## config.mk

```make
export PLATFORM = sky130hd
export DESIGN_NAME = rsa_modexp_primitive_unit
export DESIGN_NICKNAME = d
export VERILOG_FILES = /design/src/rmx_pkg.sv /design/src/rmx_mulmod.sv /design/src/rsa_modexp_primitive_unit.sv
export SDC_FILE = /design/constraint.sdc
export NUM_CORES = 2
export LEC_CHECK = 0
export BUFFER_PORTS_ARGS = -buffer_cell sky130_fd_sc_hd__buf_2
export CORE_UTILIZATION = 40
export DETAILED_ROUTE_END_ITERATION = 6
export PLACE_DENSITY = 0.6
export SLEW_MARGIN = 20
export SYNTH_ARGS = -nofsm -noshare
export SYNTH_HDL_FRONTEND = slang
export SYNTH_SLANG_ARGS = --single-unit
```

## constraint.sdc

```tcl
create_clock -name clk -period 13.17 [get_ports clk]
set_input_delay 2.634 -clock clk [delete_from_list [all_inputs] [get_ports clk]]
set_output_delay 2.634 -clock clk [all_outputs]
set_load 0.05 [all_outputs]
```

## src/rmx_pkg.sv

```systemverilog
// Shared constants for the RSA modular exponentiation block.
// Register indexes, operation codes, status codes and fixed field widths; no dependencies.
package rmx_pkg;

  localparam int DATA_WIDTH    = 64;
  localparam int EXP_WIDTH     = 64;
  localparam int EXP_CNT_WIDTH = $clog2(EXP_WIDTH);
  localparam int CFG_IDX_WIDTH = 2;

  // configuration register indexes
  localparam logic [CFG_IDX_WIDTH-1:0] REG_MODULUS          = 2'd0;
  localparam logic [CFG_IDX_WIDTH-1:0] REG_PUBLIC_EXPONENT  = 2'd1;
  localparam logic [CFG_IDX_WIDTH-1:0] REG_PRIVATE_EXPONENT = 2'd2;

  // operation codes
  localparam logic OP_ENCRYPT = 1'b0;
  localparam logic OP_DECRYPT = 1'b1;

  // status codes
  localparam logic STATUS_OK    = 1'b0;
  localparam logic STATUS_RANGE = 1'b1;

endpackage

```

## src/rmx_mulmod.sv

```systemverilog
// Shift-add modular multiplier: (a * b) mod n, one bit of b per cycle.
// Shared unit used for every square and multiply; uses rmx_pkg.
module rmx_mulmod import rmx_pkg::*; #(
  parameter int MOD_WIDTH = 64
) (
  input  logic                 clk,
  input  logic                 rst,
  input  logic                 start,
  input  logic [MOD_WIDTH-1:0] a,
  input  logic [MOD_WIDTH-1:0] b,
  input  logic [MOD_WIDTH-1:0] n,
  output logic                 done,
  output logic [MOD_WIDTH-1:0] result
);

  localparam int CW = $clog2(MOD_WIDTH + 1);
  localparam int TW = MOD_WIDTH + 2;

  logic [MOD_WIDTH-1:0] a_r;
  logic [MOD_WIDTH-1:0] b_r;
  logic [MOD_WIDTH-1:0] n_r;
  logic [MOD_WIDTH-1:0] acc;
  logic [MOD_WIDTH-1:0] acc_next;
  logic [CW-1:0]        cnt;
  logic                 busy;

  logic [TW-1:0] sum;
  logic [TW-1:0] n1;
  logic [TW-1:0] n2;
  logic [TW-1:0] sel;

  // double the accumulator, add a if the current bit is set, reduce by n or 2n
  always_comb begin
    n1  = TW'(n_r);
    n2  = n1 << 1;
    sum = TW'({acc, 1'b0}) + (b_r[MOD_WIDTH-1] ? TW'(a_r) : '0);
    if (sum >= n2) begin
      sel = sum - n2;
    end else if (sum >= n1) begin
      sel = sum - n1;
    end else begin
      sel = sum;
    end
    acc_next = sel[MOD_WIDTH-1:0];
  end

  // control: load on start, count down the bits of b
  always_ff @(posedge clk) begin
    if (rst) begin
      busy <= 1'b0;
      done <= 1'b0;
      cnt  <= '0;
    end else begin
      done <= 1'b0;
      if (start) begin
        busy <= 1'b1;
        cnt  <= CW'(MOD_WIDTH);
      end else if (busy) begin
        cnt <= cnt - 1'b1;
        if (cnt == CW'(1)) begin
          busy <= 1'b0;
          done <= 1'b1;
        end
      end
    end
  end

  // datapath: operands and accumulator
  always_ff @(posedge clk) begin
    if (start) begin
      a_r <= a;
      b_r <= b;
      n_r <= n;
      acc <= '0;
    end else if (busy) begin
      acc <= acc_next;
      b_r <= b_r << 1;
    end
  end

  assign result = acc;

endmodule

```

## src/rsa_modexp_primitive_unit.sv

```systemverilog
// RSA modular exponentiation, square-and-multiply over all 64 exponent bits.
// Each exponent bit takes a square, plus a multiply when the bit is set, on the shared shift-add
// multiplier, which handles one bit of its operand per cycle. An out-of-range value skips the
// multiplier and goes straight to the finish state. One item at a time: in_stall
// is high until the result is in the output register. Reset (rst, synchronous) clears the
// key registers to 0, idles the sequencer and drops out_valid. Uses rmx_pkg and rmx_mulmod.
module rsa_modexp_primitive_unit import rmx_pkg::*; #(
  parameter int MOD_WIDTH = 64
) (
  input  logic                     clk,
  input  logic                     rst,
  // input channel
  input  logic                     in_valid,
  output logic                     in_stall,
  input  logic                     op,
  input  logic [DATA_WIDTH-1:0]    value_in,
  // output channel
  output logic                     out_valid,
  input  logic                     out_stall,
  output logic [DATA_WIDTH-1:0]    value_out,
  output logic                     status,
  // configuration channel
  input  logic                     cfg_valid,
  output logic                     cfg_ready,
  input  logic [CFG_IDX_WIDTH-1:0] cfg_index,
  input  logic [DATA_WIDTH-1:0]    cfg_data
);

  localparam logic [2:0] ST_IDLE     = 3'd0;
  localparam logic [2:0] ST_SQ_START = 3'd1;
  localparam logic [2:0] ST_SQ_WAIT  = 3'd2;
  localparam logic [2:0] ST_MU_START = 3'd3;
  localparam logic [2:0] ST_MU_WAIT  = 3'd4;
  localparam logic [2:0] ST_FINISH   = 3'd5;

  logic [MOD_WIDTH-1:0]     modulus;
  logic [EXP_WIDTH-1:0]     public_exponent;
  logic [EXP_WIDTH-1:0]     private_exponent;

  logic [2:0]               state;
  logic [MOD_WIDTH-1:0]     acc;
  logic [MOD_WIDTH-1:0]     base;
  logic [EXP_WIDTH-1:0]     exp_sh;
  logic [EXP_CNT_WIDTH-1:0] bit_cnt;
  logic                     reject;

  logic                     mm_start;
  logic                     mm_done;
  logic [MOD_WIDTH-1:0]     mm_b;
  logic [MOD_WIDTH-1:0]     mm_result;
  logic                     in_fire;
  logic                     out_free;
  logic                     last_bit;

  assign cfg_ready = 1'b1;
  assign in_stall  = (state != ST_IDLE);
  assign in_fire   = in_valid && !in_stall;
  assign out_free  = !out_valid || !out_stall;
  assign last_bit  = (bit_cnt == EXP_CNT_WIDTH'(EXP_WIDTH - 1));
  assign mm_start  = (state == ST_SQ_START) || (state == ST_MU_START);
  assign mm_b      = (state == ST_MU_START) ? base : acc;

  // configuration registers; unknown indexes are dropped
  always_ff @(posedge clk) begin
    if (rst) begin
      modulus          <= '0;
      public_exponent  <= '0;
      private_exponent <= '0;
    end else if (cfg_valid && cfg_ready) begin
      unique case (cfg_index)
        REG_MODULUS:          modulus          <= cfg_data[MOD_WIDTH-1:0];
        REG_PUBLIC_EXPONENT:  public_exponent  <= cfg_data;
        REG_PRIVATE_EXPONENT: private_exponent <= cfg_data;
        default: ;
      endcase
    end
  end

  rmx_mulmod #(
    .MOD_WIDTH(MOD_WIDTH)
  ) u_mulmod (
    .clk    (clk),
    .rst    (rst),
    .start  (mm_start),
    .a      (acc),
    .b      (mm_b),
    .n      (modulus),
    .done   (mm_done),
    .result (mm_result)
  );

  // sequencer: square every exponent bit, multiply when the bit is set
  always_ff @(posedge clk) begin
    if (rst) begin
      state <= ST_IDLE;
    end else begin
      unique case (state)
        ST_IDLE: begin
          if (in_fire) begin
            state <= (value_in >= DATA_WIDTH'(modulus)) ? ST_FINISH : ST_SQ_START;
          end
        end
        ST_SQ_START: state <= ST_SQ_WAIT;
        ST_SQ_WAIT: begin
          if (mm_done) begin
            if (exp_sh[EXP_WIDTH-1]) begin
              state <= ST_MU_START;
            end else begin
              state <= last_bit ? ST_FINISH : ST_SQ_START;
            end
          end
        end
        ST_MU_START: state <= ST_MU_WAIT;
        ST_MU_WAIT: begin
          if (mm_done) begin
            state <= last_bit ? ST_FINISH : ST_SQ_START;
          end
        end
        ST_FINISH: begin
          if (out_free) begin
            state <= ST_IDLE;
          end
        end
        default: state <= ST_IDLE;
      endcase
    end
  end

  // working registers
  always_ff @(posedge clk) begin
    if (in_fire) begin
      reject  <= (value_in >= DATA_WIDTH'(modulus));
      base    <= value_in[MOD_WIDTH-1:0];
      acc     <= (modulus == MOD_WIDTH'(1)) ? '0 : MOD_WIDTH'(1);
      exp_sh  <= (op == OP_DECRYPT) ? private_exponent : public_exponent;
      bit_cnt <= '0;
    end else if (mm_done) begin
      acc <= mm_result;
      // advance to the next exponent bit once its square, and its multiply if the bit is set, are in
      if ((state == ST_MU_WAIT) || !exp_sh[EXP_WIDTH-1]) begin
        exp_sh  <= exp_sh << 1;
        bit_cnt <= bit_cnt + 1'b1;
      end
    end
  end

  // output register: hold while stalled
  always_ff @(posedge clk) begin
    if (rst) begin
      out_valid <= 1'b0;
    end else if (out_free) begin
      out_valid <= (state == ST_FINISH);
    end
  end

  always_ff @(posedge clk) begin
    if ((state == ST_FINISH) && out_free) begin
      value_out <= reject ? '0 : DATA_WIDTH'(acc);
      status    <= reject ? STATUS_RANGE : STATUS_OK;
    end
  end

endmodule

```

==> run_results.csv <==
group,metric,value,unit
clocking,ctsResizeCount,0,
sta,relSlewSlack,0.265,
sta,rsz0062_at_grt,"no",
sta,hold_viol,0,
floorplan,fp.dieH,322,µm
clocking,clk_latency,0.67,ns
sta,worst_slew_pin_slew,1.10,ns
setup_path,path_delay_family,"compound AO/OA/AOI/OAI gates",
setup_path,cp.arrival,9.33,ns
drt,vias,32300,
floorplan,initial_utilization,0.406,
synth,netlist_area,40800,µm²
clocking,cts_sinks,725,
setup_path,endpoint_kind,"flop",
synth,synth_compound_area_frac,0.179,
min_path,hp-class,"flop to flop",
setup_path,critical_path_buf_inv_count,3,
sta,max_freq,115,MHz
sta,fin_setup_tns,0,ns
synth,synth_edf_count,450,
placement,placedCellCount,5702,
synth,yosysSeqAreaShare,0.466,
sta,period_needed,8.72,ns
floorplan,chipWidth,322,µm
global_route,antenna_found_initial,12,
sta,fin_worst_skew,0.0280,ns
run,maxCapViolCount,0,
floorplan,core,101000,µm²
drt,wl_per_cell,21.5,µm
global_route,grt_first_pass_wirelength,191000,µm
clocking,cts_buffer_depth,3,
synth,synth-xor-area-share,0.0412,
synth,yosys.area_share.simple,0.156,
outcome,status,"finished, final reports clean",
layout,drive_above_1_share,0.0931,
clocking,clkTransAtPathRegs,0.06,ns
setup_path,cpPeakStageDelay,0.81,ns
setup_path,worst-endpoint-required,13.78,ns
placement,port_buffers,202,
layout,fin_nets,4827,
layout,areaGrowthSynthToFinish,11.9,%
placement,dp_hpwl,91100,µm
drt,drt-vias-per-instance,5.52,
global_route,grt_overflow,0,
floorplan,die_area,103000,µm²
synth,yosys.area_share.adder,0.0805,
clocking,htree_levels,3,
floorplan,rows,116,
sta,finalSetupViolations,0,
floorplan,pin_count,204,
setup_path,path_class,"flop to flop",
synth,ys_ff_latch,725,
drt,dr.pass1.iters,7,
synth,synthArstFlopShare,0,
synth,yosys_warnings,0,
setup_path,crit_slowest_cell,"o21ai_0",
layout,num_antenna_cells,0,
synth,syn_nets,4725,
synth,synth_top_family_by_area,"compound AO/OA/AOI/OAI gates",
synth,synth_flop_cell,"edfxtp_1",
clocking,cts_root_buf,"clkbuf_16",
global_route,grt_pass1_vias,30900,
sta,setup_ws,4.45,ns
clocking,numCtsBuffers,83,
drt,ant_nets,0,
setup_path,start_kind,"flop",
global_route,grt_max_degree,127,
clocking,cts_tree,"done",
setup_path,crit_fanout,64,
global_route,grtUsageTotal,0.241,
drt,drcViolationCount,0,
clocking,postCtsHoldBufs,0,
synth,synthMuxAreaShare,0.0366,
layout,post_layout_nonfiller_instances,5857,
clocking,post_cts_buffers,0,
drt,drt_wl_total,126000,µm
sta,finalCritPeriodShare,0.662,
placement,gp_congestion,0.975,
sta,slew_violations,0,
layout,fin_util,0.454,
synth,avgSynthCellArea,9.44,µm²
placement,preCtsSetupSlack,4.60,ns
synth,synth.distinct_cells,86,
drt,drt_iter0_drc,2711,
synth,syn_inst,4328,
## through the flow
step / hold slack, ns / instance area [µm²]
6_report: 0.452 / 45700
3_3_place_gp: 0.441 / 43000
4_1_cts: 0.454 / 45700
3_5_place_dp: 0.446 / 43000
5_1_grt: 0.468 / 45700
2_1_floorplan: 0.424 / 40800
## logic make-up after synthesis
group	after synthesis
buf+inv	422
other cells	1
simple gates	1377
flops	725
xor+xnor	192
fa+ha+maj	261
compound gates	1201
mux	149
## worst reg2reg max path, delay by kind of cell, from the launching register on
kind	cells	cell delay, ns
xor+xnor	1	0.25
fa+ha+maj	3	1.05
buf+inv	3	1.21
simple gates	4	1.46
flops	1	0.33
compound gates	15	4.37
## registers in the layout (all words and copies together), names as in the netlist, 3 cells and up
name / count
bit_cnt: 6
public_exponent: 64
private_exponent: 64
u_mulmod.cnt: 7
base: 64
modulus: 64
state: 3
u_mulmod.result: 64
acc: 64
u_mulmod.a_r: 64
exp_sh: 64
u_mulmod.n_r: 64
u_mulmod.b_r: 64
value_out: 64
## path summary, 6_finish.rpt
kind	start	cells past startpoint	slack (ns)	to
max	u_mulmod.b_r[63]$_DFFE_PP_	26	4.45	u_mulmod.result[63]$_SDFFE_PN0P_
min	private_exponent[21]$_SDFFE_PP0P_	2	0.45	private_exponent[21]$_SDFFE_PP0P_
max reg2reg	u_mulmod.b_r[63]$_DFFE_PP_	26	4.45	u_mulmod.result[63]$_SDFFE_PN0P_
min reg2reg	private_exponent[21]$_SDFFE_PP0P_	2	0.45	private_exponent[21]$_SDFFE_PP0P_
## layer usage
layer | track usage | vias to the layer above | wire (µm)
met2 | 0.376 | 919 | 56100
met5 | 0 | - | 93
met3 | 0.0417 | 165 | 8670
met1 | 0.342 | 15500 | 58300
li1 | - | 15700 | -
met4 | 0.0628 | 14 | 2830
## cell usage after synthesis (6+ instances only)
cell,instances,area (µm²)
o21ai_0,268,1340
nor3b_1,6,45.0
buf_4,7,52.6
o31ai_1,14,105
o22ai_1,21,131
and3_1,27,169
a211o_1,7,61.3
inv_1,188,706
o211a_1,10,100
a221o_1,6,60.1
a21o_1,154,1160
a221oi_1,6,52.6
o2111ai_1,6,52.6
and4_1,12,105
nand2_1,702,2640
dfxtp_1,275,5510
a211oi_1,53,398
buf_2,16,80.1
a21oi_1,458,2290
nor2_1,165,619
buf_1,21,78.8
edfxtp_1,450,13500
o21a_1,15,113
ha_1,258,3230
nand2b_1,21,131
o21bai_1,30,225
clkbuf_1,181,679
mux2i_1,146,1460
a311oi_1,6,52.6
o211ai_1,19,143
or3_1,7,43.8
and2_1,140,876
nor3_1,57,285
nor4_1,22,138
xor2_1,69,604
o21ai_1,18,90.1
nand3_1,54,270
o221ai_1,13,114
a22oi_1,16,120
nor2b_1,87,544
xnor2_1,123,1080
nand4_1,54,338
a31oi_1,28,175
## cell usage in the layout, fill, tap and decap left out, types with 19 or more instances in the layout
cell       synthesis  routed
dfxtp_1          275     273
a21o_1           154     154
a21oi_1          458     457
xnor2_1          123     123
clkinv_2           0      23
nor2b_1           87      87
nor4_1            22      22
nand2b_1          21      20
nor3_1            57      57
nand3_1           54      54
mux2i_1          146     146
nand2_1          702     699
o22ai_1           21      21
a211oi_1          53      53
a31oi_1           28      28
and3_1            27      27
inv_1            188     187
buf_4              7      47
nor2_1           165     163
clkbuf_16          0      86
nand4_1           54      54
ha_1             258     258
o21ai_0          268     268
buf_2             16     200
xor2_1            69      69
o211ai_1          19      19
edfxtp_1         450     450
o21bai_1          30      30
and2_1           140     140
## cell type report
| class | count | area (µm²) |
|---|---|---|
| clock inverter | 41 | 304 |
| clock buffer | 114 | 2360 |
| tap | 1357 | 1700 |
| timing repair buffer | 248 | 1370 |
| multi-input combinational | 3181 | 20200 |
| inverter | 191 | 723 |
| fill | 9772 | 54900 |
| sequential | 725 | 19000 |
Power is not shown: default switching activity piles up to over one toggle a cycle in this logic, so the estimate is an artifact.
